## src/rtl/core/isa_pkg.sv

```systemverilog
// ----------------------------------------------------------------------------
// isa_pkg
// Types, widths and constants shared by the interval statistics block.
// ----------------------------------------------------------------------------
`default_nettype none

package isa_pkg;

  localparam int COUNT_WIDTH   = 32;
  localparam int SUM_SEC_WIDTH = 48;

  localparam int SEC_W     = 32;
  localparam int USEC_W    = 20;
  localparam int TOTAL_W   = 32;
  localparam int SUM_OUT_W = 48;

  // dividend of the fraction pass: remainder * 1e6 + usec
  localparam int FRAC_W = COUNT_WIDTH + USEC_W;
  localparam int STEP_W = $clog2(SUM_SEC_WIDTH);

  localparam logic [USEC_W-1:0] USEC_MAX     = USEC_W'(999999);
  localparam logic [USEC_W:0]   USEC_PER_SEC = (USEC_W + 1)'(1000000);

  typedef struct packed {
    logic [SEC_W-1:0]  sample_sec;
    logic [USEC_W-1:0] sample_usec;
  } sample_t;

  typedef struct packed {
    logic [TOTAL_W-1:0]   sample_total;
    logic [SEC_W-1:0]     min_sec;
    logic [USEC_W-1:0]    min_usec;
    logic [SEC_W-1:0]     max_sec;
    logic [USEC_W-1:0]    max_usec;
    logic [SUM_OUT_W-1:0] sum_sec;
    logic [USEC_W-1:0]    sum_usec;
    logic [SUM_OUT_W-1:0] mean_sec;
    logic [USEC_W-1:0]    mean_usec;
  } result_t;

  typedef enum logic [2:0] {
    ST_IDLE,
    ST_UPDATE,
    ST_DIV_INT,
    ST_MUL,
    ST_DIV_FRAC,
    ST_OUT
  } state_t;

  typedef struct packed {
    logic load_int;
    logic load_frac;
    logic step;
  } div_ctl_t;

endpackage

`default_nettype wire

```

## src/rtl/core/isa_sample_if.sv

```systemverilog
// ----------------------------------------------------------------------------
// isa_sample_if
// Valid/ready channel carrying one interval sample.
// ----------------------------------------------------------------------------
`default_nettype none

interface isa_sample_if;
  import isa_pkg::*;

  logic    valid;
  logic    ready;
  sample_t data;

  modport source (output valid, output data, input ready);
  modport sink (input valid, input data, output ready);
endinterface

`default_nettype wire

```

## src/rtl/core/isa_result_if.sv

```systemverilog
// ----------------------------------------------------------------------------
// isa_result_if
// Valid/ready channel carrying one statistics result.
// ----------------------------------------------------------------------------
`default_nettype none

interface isa_result_if;
  import isa_pkg::*;

  logic    valid;
  logic    ready;
  result_t data;

  modport source (output valid, output data, input ready);
  modport sink (input valid, input data, output ready);
endinterface

`default_nettype wire

```

## src/rtl/core/isa_divider.sv

```systemverilog
// ----------------------------------------------------------------------------
// isa_divider
// Restoring radix-2 divider, one quotient bit per step. Serves both the
// whole-seconds pass and the microsecond fraction pass of the mean.
// ----------------------------------------------------------------------------
`default_nettype none

module isa_divider (
  input  wire                             clk,
  input  isa_pkg::div_ctl_t               ctl,
  input  wire [isa_pkg::COUNT_WIDTH-1:0]   divisor,
  input  wire [isa_pkg::SUM_SEC_WIDTH-1:0] int_dividend,
  input  wire [isa_pkg::FRAC_W-1:0]        frac_dividend,
  output logic [isa_pkg::COUNT_WIDTH-1:0]  rem,
  output logic [isa_pkg::SUM_SEC_WIDTH-1:0] quo
);
  import isa_pkg::*;

  logic [SUM_SEC_WIDTH-1:0] shreg;
  logic [COUNT_WIDTH:0]     trial;
  logic [COUNT_WIDTH:0]     diff;
  logic                     fits;

  assign trial = {rem, shreg[SUM_SEC_WIDTH-1]};
  assign diff  = trial - {1'b0, divisor};
  assign fits  = trial >= {1'b0, divisor};

  always_ff @(posedge clk) begin
    if (ctl.load_int) begin
      rem   <= '0;
      shreg <= int_dividend;
      quo   <= '0;
    end else if (ctl.load_frac) begin
      // upper part is already below the divisor, so only USEC_W bits remain
      rem   <= frac_dividend[FRAC_W-1:USEC_W];
      shreg <= {frac_dividend[USEC_W-1:0], {(SUM_SEC_WIDTH - USEC_W){1'b0}}};
      quo   <= '0;
    end else if (ctl.step) begin
      rem   <= fits ? diff[COUNT_WIDTH-1:0] : trial[COUNT_WIDTH-1:0];
      shreg <= {shreg[SUM_SEC_WIDTH-2:0], 1'b0};
      quo   <= {quo[SUM_SEC_WIDTH-2:0], fits};
    end
  end

endmodule

`default_nettype wire

```

## src/rtl/core/interval_stats_accumulator.sv

```systemverilog
// ----------------------------------------------------------------------------
// interval_stats_accumulator
// Running count, minimum, maximum, total and mean of time intervals.
// ----------------------------------------------------------------------------
// Usage:
//   samples : sink channel, one item = seconds plus microseconds of an interval.
//             Microseconds above 999999 are clamped to 999999.
//   results : source channel, one item per sample with the count, min, max,
//             normalized total and mean after that sample.
// Sequence:
//   A sample is taken only while the sequencer is idle. It then passes
//   through the update of the statistics, the whole seconds of the mean in
//   the shared divider, forming remainder * 1e6 + usec, the microseconds in
//   the same divider and the loading of the output register, in that order.
//   No new sample is taken until the sequencer is idle again, since the
//   single restoring divider serves one sample at a time.
// Reset: rst clears count, min, max and total to zero and drops any result.
// Stall: the result sits in an output register while the next sample is
//   processed; a finished item waits in the last step until that register is
//   free, and no new sample is taken meanwhile.
// ----------------------------------------------------------------------------
`default_nettype none

module interval_stats_accumulator (
  input  wire          clk,
  input  wire          rst,
  isa_sample_if.sink   samples,
  isa_result_if.source results
);
  import isa_pkg::*;

  state_t state;
  state_t state_next;
  div_ctl_t div_ctl;

  logic [STEP_W-1:0] cnt;

  logic [SEC_W-1:0]  s_sec;
  logic [USEC_W-1:0] s_usec;

  logic [COUNT_WIDTH-1:0]   count;
  logic [COUNT_WIDTH-1:0]   count_next;
  logic [SEC_W-1:0]         least_sec;
  logic [USEC_W-1:0]        least_usec;
  logic [SEC_W-1:0]         most_sec;
  logic [USEC_W-1:0]        most_usec;
  logic [SUM_SEC_WIDTH-1:0] acc_sec;
  logic [SUM_SEC_WIDTH-1:0] acc_sec_next;
  logic [USEC_W-1:0]        acc_usec;
  logic [USEC_W-1:0]        acc_usec_next;

  logic [USEC_W:0]          usec_sum;
  logic                     usec_carry;
  logic [USEC_W:0]          usec_norm;
  logic [SUM_SEC_WIDTH:0]   sec_sum;
  logic                     first;
  logic                     take_max;
  logic                     take_min;

  logic [SUM_SEC_WIDTH-1:0] mean_sec;
  logic [COUNT_WIDTH-1:0]   div_rem;
  logic [SUM_SEC_WIDTH-1:0] div_quo;
  logic [FRAC_W-1:0]        frac_dividend;

  logic    out_valid;
  result_t out_data;
  logic    out_free;

  // ---------------------------------------------------------------- update
  always_comb begin
    usec_sum   = {1'b0, acc_usec} + {1'b0, s_usec};
    usec_carry = usec_sum >= USEC_PER_SEC;
    usec_norm  = usec_carry ? usec_sum - USEC_PER_SEC : usec_sum;
    sec_sum    = {1'b0, acc_sec} + (SUM_SEC_WIDTH + 1)'(s_sec)
               + (SUM_SEC_WIDTH + 1)'(usec_carry);
    // saturate the total when seconds overflow
    if (sec_sum[SUM_SEC_WIDTH]) begin
      acc_sec_next  = '1;
      acc_usec_next = USEC_MAX;
    end else begin
      acc_sec_next  = sec_sum[SUM_SEC_WIDTH-1:0];
      acc_usec_next = usec_norm[USEC_W-1:0];
    end
    count_next = (count == '1) ? count : count + COUNT_WIDTH'(1);
    first      = count == '0;
    take_max   = s_sec > most_sec || (s_sec == most_sec && s_usec > most_usec);
    take_min   = s_sec < least_sec || (s_sec == least_sec && s_usec < least_usec);
  end

  assign frac_dividend = FRAC_W'(div_rem) * FRAC_W'(USEC_PER_SEC) + FRAC_W'(acc_usec);

  isa_divider u_div (
    .clk           (clk),
    .ctl           (div_ctl),
    .divisor       (count),
    .int_dividend  (acc_sec_next),
    .frac_dividend (frac_dividend),
    .rem           (div_rem),
    .quo           (div_quo)
  );

  // ------------------------------------------------------------- sequencer
  assign out_free      = !out_valid || results.ready;
  assign samples.ready = state == ST_IDLE && !rst;

  always_comb begin
    state_next = state;
    div_ctl    = '0;
    case (state)
      ST_IDLE: begin
        if (samples.valid) state_next = ST_UPDATE;
      end
      ST_UPDATE: begin
        div_ctl.load_int = 1'b1;
        state_next       = ST_DIV_INT;
      end
      ST_DIV_INT: begin
        div_ctl.step = 1'b1;
        if (cnt == '0) state_next = ST_MUL;
      end
      ST_MUL: begin
        div_ctl.load_frac = 1'b1;
        state_next        = ST_DIV_FRAC;
      end
      ST_DIV_FRAC: begin
        div_ctl.step = 1'b1;
        if (cnt == '0) state_next = ST_OUT;
      end
      ST_OUT: begin
        if (out_free) state_next = ST_IDLE;
      end
      default: state_next = ST_IDLE;
    endcase
  end

  always_ff @(posedge clk) begin
    if (rst) begin
      state <= ST_IDLE;
    end else begin
      state <= state_next;
    end
  end

  // -------------------------------------------------------- datapath regs
  always_ff @(posedge clk) begin
    if (rst) begin
      count      <= '0;
      least_sec  <= '0;
      least_usec <= '0;
      most_sec   <= '0;
      most_usec  <= '0;
      acc_sec    <= '0;
      acc_usec   <= '0;
      out_valid  <= 1'b0;
    end else begin
      if (state == ST_UPDATE) begin
        count    <= count_next;
        acc_sec  <= acc_sec_next;
        acc_usec <= acc_usec_next;
        if (first || take_max) begin
          most_sec  <= s_sec;
          most_usec <= s_usec;
        end
        if (first || take_min) begin
          least_sec  <= s_sec;
          least_usec <= s_usec;
        end
      end
      if (state == ST_OUT && out_free) begin
        out_valid <= 1'b1;
      end else if (results.ready) begin
        out_valid <= 1'b0;
      end
    end
  end

  always_ff @(posedge clk) begin
    if (samples.valid && samples.ready) begin
      s_sec  <= samples.data.sample_sec;
      s_usec <= (samples.data.sample_usec > USEC_MAX) ? USEC_MAX
                                                      : samples.data.sample_usec;
    end
    case (state)
      ST_UPDATE: cnt <= STEP_W'(SUM_SEC_WIDTH - 1);
      ST_MUL:    cnt <= STEP_W'(USEC_W - 1);
      default:   cnt <= cnt - STEP_W'(1);
    endcase
    // whole seconds of the mean are final when the fraction pass loads
    if (state == ST_MUL) mean_sec <= div_quo;
    if (state == ST_OUT && out_free) begin
      out_data.sample_total <= TOTAL_W'(count);
      out_data.min_sec      <= least_sec;
      out_data.min_usec     <= least_usec;
      out_data.max_sec      <= most_sec;
      out_data.max_usec     <= most_usec;
      out_data.sum_sec      <= SUM_OUT_W'(acc_sec);
      out_data.sum_usec     <= acc_usec;
      out_data.mean_sec     <= SUM_OUT_W'(mean_sec);
      out_data.mean_usec    <= div_quo[USEC_W-1:0];
    end
  end

  assign results.valid = out_valid;
  assign results.data  = out_data;

  // ------------------------------------------------------------ assertions
  a_accept_starts_update: assert property (@(posedge clk) disable iff (rst)
    samples.valid && samples.ready |=> state == ST_UPDATE)
    else $error("accepted item did not start an update");

  a_count_monotonic: assert property (@(posedge clk) disable iff (rst)
    !$past(rst) |-> count >= $past(count))
    else $error("sample count went down");

  a_min_le_max: assert property (@(posedge clk) disable iff (rst)
    count != '0 |-> (least_sec < most_sec ||
                     (least_sec == most_sec && least_usec <= most_usec)))
    else $error("minimum above maximum");

  a_total_usec_normalized: assert property (@(posedge clk) disable iff (rst)
    {1'b0, acc_usec} < USEC_PER_SEC)
    else $error("total microseconds not normalized");

  a_result_loaded: assert property (@(posedge clk) disable iff (rst)
    state == ST_OUT && out_free |=> results.valid && state == ST_IDLE)
    else $error("finished item not presented");

  a_mean_usec_range: assert property (@(posedge clk) disable iff (rst)
    results.valid |-> {1'b0, results.data.mean_usec} < USEC_PER_SEC)
    else $error("mean microseconds out of range");

endmodule

`default_nettype wire
```

## src/flat_wrapper.sv

```systemverilog
// flat-port wrapper written by rule: the top's interface ports become plain ports
module interval_stats_accumulator_flat import isa_pkg::*;
  (clk, rst, samples_valid, samples_data, samples_ready, results_valid, results_data, results_ready);
  isa_sample_if samples_i ();
  isa_result_if results_i ();
  input  wire clk;
  input  wire rst;
  input wire logic [$bits(samples_i.valid)-1:0] samples_valid;
  input wire logic [$bits(samples_i.data)-1:0] samples_data;
  output wire logic [$bits(samples_i.ready)-1:0] samples_ready;
  output wire logic [$bits(results_i.valid)-1:0] results_valid;
  output wire logic [$bits(results_i.data)-1:0] results_data;
  input wire logic [$bits(results_i.ready)-1:0] results_ready;
  assign samples_i.valid = samples_valid;
  assign samples_i.data = samples_data;
  assign samples_ready = samples_i.ready;
  assign results_valid = results_i.valid;
  assign results_data = results_i.data;
  assign results_i.ready = results_ready;
  interval_stats_accumulator u_core (.clk(clk), .rst(rst), .samples(samples_i), .results(results_i));
endmodule
```

## config.mk

```make
export PLATFORM = sky130hd
export DESIGN_NAME = interval_stats_accumulator_flat
export DESIGN_NICKNAME = d
export VERILOG_FILES = /design/src/rtl/core/isa_pkg.sv /design/src/rtl/core/isa_sample_if.sv /design/src/rtl/core/isa_result_if.sv /design/src/rtl/core/isa_divider.sv /design/src/rtl/core/interval_stats_accumulator.sv /design/src/flat_wrapper.sv
export SDC_FILE = /design/constraint.sdc
export NUM_CORES = 2
export LEC_CHECK = 0
export ABC_AREA = 1
export BUFFER_PORTS_ARGS = -buffer_cell sky130_fd_sc_hd__buf_2
export CAP_MARGIN = 15
export CELL_PAD_IN_SITES_DETAIL_PLACEMENT = 0
export CELL_PAD_IN_SITES_GLOBAL_PLACEMENT = 1
export CORE_AREA = 3 3 359 361
export CTS_BUF_LIST = sky130_fd_sc_hd__clkbuf_8
export CTS_CLUSTER_DIAMETER = 150
export DETAILED_ROUTE_END_ITERATION = 12
export DIE_AREA = 0 0 362 364
export PLACE_DENSITY_LB_ADDON = 0.08
export SYNTH_ARGS = -nofsm -noshare
export SYNTH_HDL_FRONTEND = slang
export SYNTH_SLANG_ARGS = --single-unit
```

## constraint.sdc

```tcl
create_clock -name clk -period 33.3 [get_ports clk]
set_clock_uncertainty 0.2 [all_clocks]
set_input_delay 1.665 -clock clk [delete_from_list [all_inputs] [get_ports clk]]
set_output_delay 1.665 -clock clk [all_outputs]
set_load 0.02 [all_outputs]
```

==> flow_summary.ini <==
[route]
drc = 0
finalWirelength_um = 151800
vias = 36310
wire_per_inst_um = 20.60
detail_route.vias_per_cell = 4.929
firstDrtPassIters = 5
drt_iter0_markers = 2375
ant_nets = 0

[grt]
grt_pass1_wl_um = 225700
globalRouteOverflowTotal = 0
track_usage = 0.2280
grt_start_max_net_pins = 196
grt_pass1_vias = 35490
antenna_found_initial = 9

[sta]
finalSetupViolations = 0
tns_ns = 0
rsz0062_at_grt = false
slew_violations = 0
min_period_ns = 7.149
fmax_ghz = 0.1399
tightest_slew_ns = 1.087
finalCritPeriodShare = 0.2147
hold_viol = 0
timing.final.ws_setup_ns = 26.15
slew_headroom = 0.2751

[setup_path]
worstPathRequired_ns = 33.84
critical_path.endpoint = u_core.u_div.rem[25]$_SDFFE_PP0P_
r2r_slack_ns = 26.15
cp_common_cell = nand2_1
rr_worst_depth = 28
reg2reg_from = u_core.u_div.rem[8]$_SDFFE_PP0P_
cp_data_arrival_time_ns = 7.69
cpPeakStageDelay_ns = 0.63
criticalPathCategory = flip-flop to flip-flop
crit_path_start = u_core.u_div.rem[8]$_SDFFE_PP0P_
endpoint_kind = flip-flop
regToRegEndpoint = u_core.u_div.rem[25]$_SDFFE_PP0P_
critPathSlowestCell = fa_1
crit_fanout = 6
start_kind = flip-flop

[worst_hold_path]
min_path_type = flip-flop to flip-flop

[placed_design]
place.port_buffers = 329
preCtsSetupSlack_ns = 26.10
dpl.hpwl_um = 118300
routabilityCongestion = 0.9190

[logic_synthesis]
synthCells = 5249
yosys.area.top_type_share = 0.2862
synth_warnings = 0
synth-edff-count = 420
ys.flop_type = edfxtp_1
synth_commonest_cells = nand2_1 (1167), inv_1 (826), edfxtp_1 (420)
synth-seq-cells = 714
synth_top_cell_by_area = edfxtp_1
synth_most_common_cell = nand2_1
synth.top_cells.by_area = edfxtp_1 (29%), dfxtp_1 (13%), ha_1 (10%)
syn_area_per_cell_um2 = 8.394
synth.cell_area_mm2 = 0.04406
synth_nets = 5804
yosysSeqAreaShare = 0.4198
async_flop_share = 0
ys_types = 56

[clocking]
cts_buffers = 134
cts_max_level = 4
clock-sinks = 714
cts_resized = 0
post_cts_buffers = 0
cts_buffer_depth = 3
clock-root-buffer = clkbuf_8
tritoncts = built
postCtsHoldBufs = 0
clk_pin_slew_ns = 0.06
clkLatencyLatePin_ns = 0.85

[floorplanning]
die_w_um = 362
die_y_um = 364
ioPinCount = 330
fp-row-count = 130
die_area_mm2 = 0.1318
initial_utilization = 0.3504
core_area_mm2 = 0.1257

[run_status]
status = finished, final reports clean

[finish]
syn2layout_area_growth_pct = 13.81
finalNetCount = 6162
drive_gt1_frac = 0.1106

[run]
max_cap_viol_count = 0
## stage by stage
stage	std cells	instance area, um2	util	hold WS [ns]
5_1_grt	7367	50140	0.3988	0.2182
3_3_place_gp	7120	47450	0.3774	0.1759
3_5_place_dp	7120	47450	0.3774	0.1777
6_report	7368	50150	0.3988	0.1971
4_1_cts	7364	50110	0.3985	0.2005
2_1_floorplan	5249	44060	-	0.1663
## layer usage
layer / wire length [um] / global-route usage / part of all wire / vias to the layer above
met1: 67270 / 0.2952 / 0.44 / 17180
met4: 4326 / 0.07076 / 0.029 / 2
met5: 8 / 0 / 0.000053 / -
li1: - / - / - / 18100
met2: 72770 / 0.3847 / 0.48 / 842
met3: 7378 / 0.04420 / 0.049 / 192
## layout make-up
class                      count  area (um2)
inverter                     833        3132
fill                       13230       75590
tap                         1650        2064
sequential                   714       18500
timing repair buffer         353        1887
antenna                        3       7.507
clock inverter                93       586.8
clock buffer                 151        2078
multi-input combinational   3571       21890
## cell families after synthesis
logic type      Yosys count  synth area share
buf+inv                 964           0.08423
compound gates          801           0.09936
fa+ha+maj               499            0.1656
flops                   714            0.4198
xor+xnor                113           0.02263
simple gates           2158            0.2084
## registers in the layout, summed over array words and instances (netlist names)
name                  flops
u_core.s_sec             32
u_core.acc_usec          20
u_core.u_div.rem         32
u_core.s_usec            20
u_core.least_sec         32
u_core.count             32
u_core.most_sec          32
u_core.results.data     272
u_core.state              3
u_core.u_div.quo         48
u_core.cnt                6
u_core.most_usec         20
u_core.acc_sec           48
u_core.results.valid      1
u_core.least_usec        20
u_core.u_div.shreg       48
u_core.mean_sec          48
## cells in the final DEF, fill, tap and decap left out, types with 15 or more instances in the layout
cell      instances
clkbuf_8        151
a21o_1           15
nand2_2          29
nor2_2           25
o21ai_0         195
dfxtp_1         294
a31oi_1          25
nand4_1          62
nand2_1        1166
o21a_1           22
ha_1            359
buf_4            21
xor2_1           82
edfxtp_1        420
a21oi_1         417
o22ai_1          48
nand3b_1         15
buf_2           328
nor2_1          408
nor4_1           22
o211ai_1         27
nand3_1         321
clkinv_1         29
inv_1           859
nor3_1           64
xnor2_1          30
fa_1            140
## critical path, delay by kind of cell, from the launching register on
kind                     cells  cell delay [ns]
adder cells (fa/ha/maj)      7             3.37
AND/OR/NAND/NOR             16             2.34
flip-flops                   1             0.58
buffers and inverters        5             0.54
## worst min-delay path by stage
stage	from	to	slack (ns)	cells after the start
floorplan	u_core.cnt[0]$_DFF_P_	u_core.cnt[0]$_DFF_P_	0.17	1
global placement	u_core.cnt[0]$_DFF_P_	u_core.cnt[0]$_DFF_P_	0.18	1
detailed placement	u_core.cnt[0]$_DFF_P_	u_core.cnt[0]$_DFF_P_	0.18	1
CTS	u_core.mean_sec[28]$_DFFE_PP_	u_core.results.data[48]$_DFFE_PP_	0.20	0
global route	u_core.u_div.quo[41]$_SDFFE_PP0P_	u_core.mean_sec[41]$_DFFE_PP_	0.22	0
finish	u_core.cnt[0]$_DFF_P_	u_core.cnt[0]$_DFF_P_	0.20	1
Power is left out: the tool's default activity adds up to more than one toggle a clock period on the data nets, which glitch-free logic cannot reach.
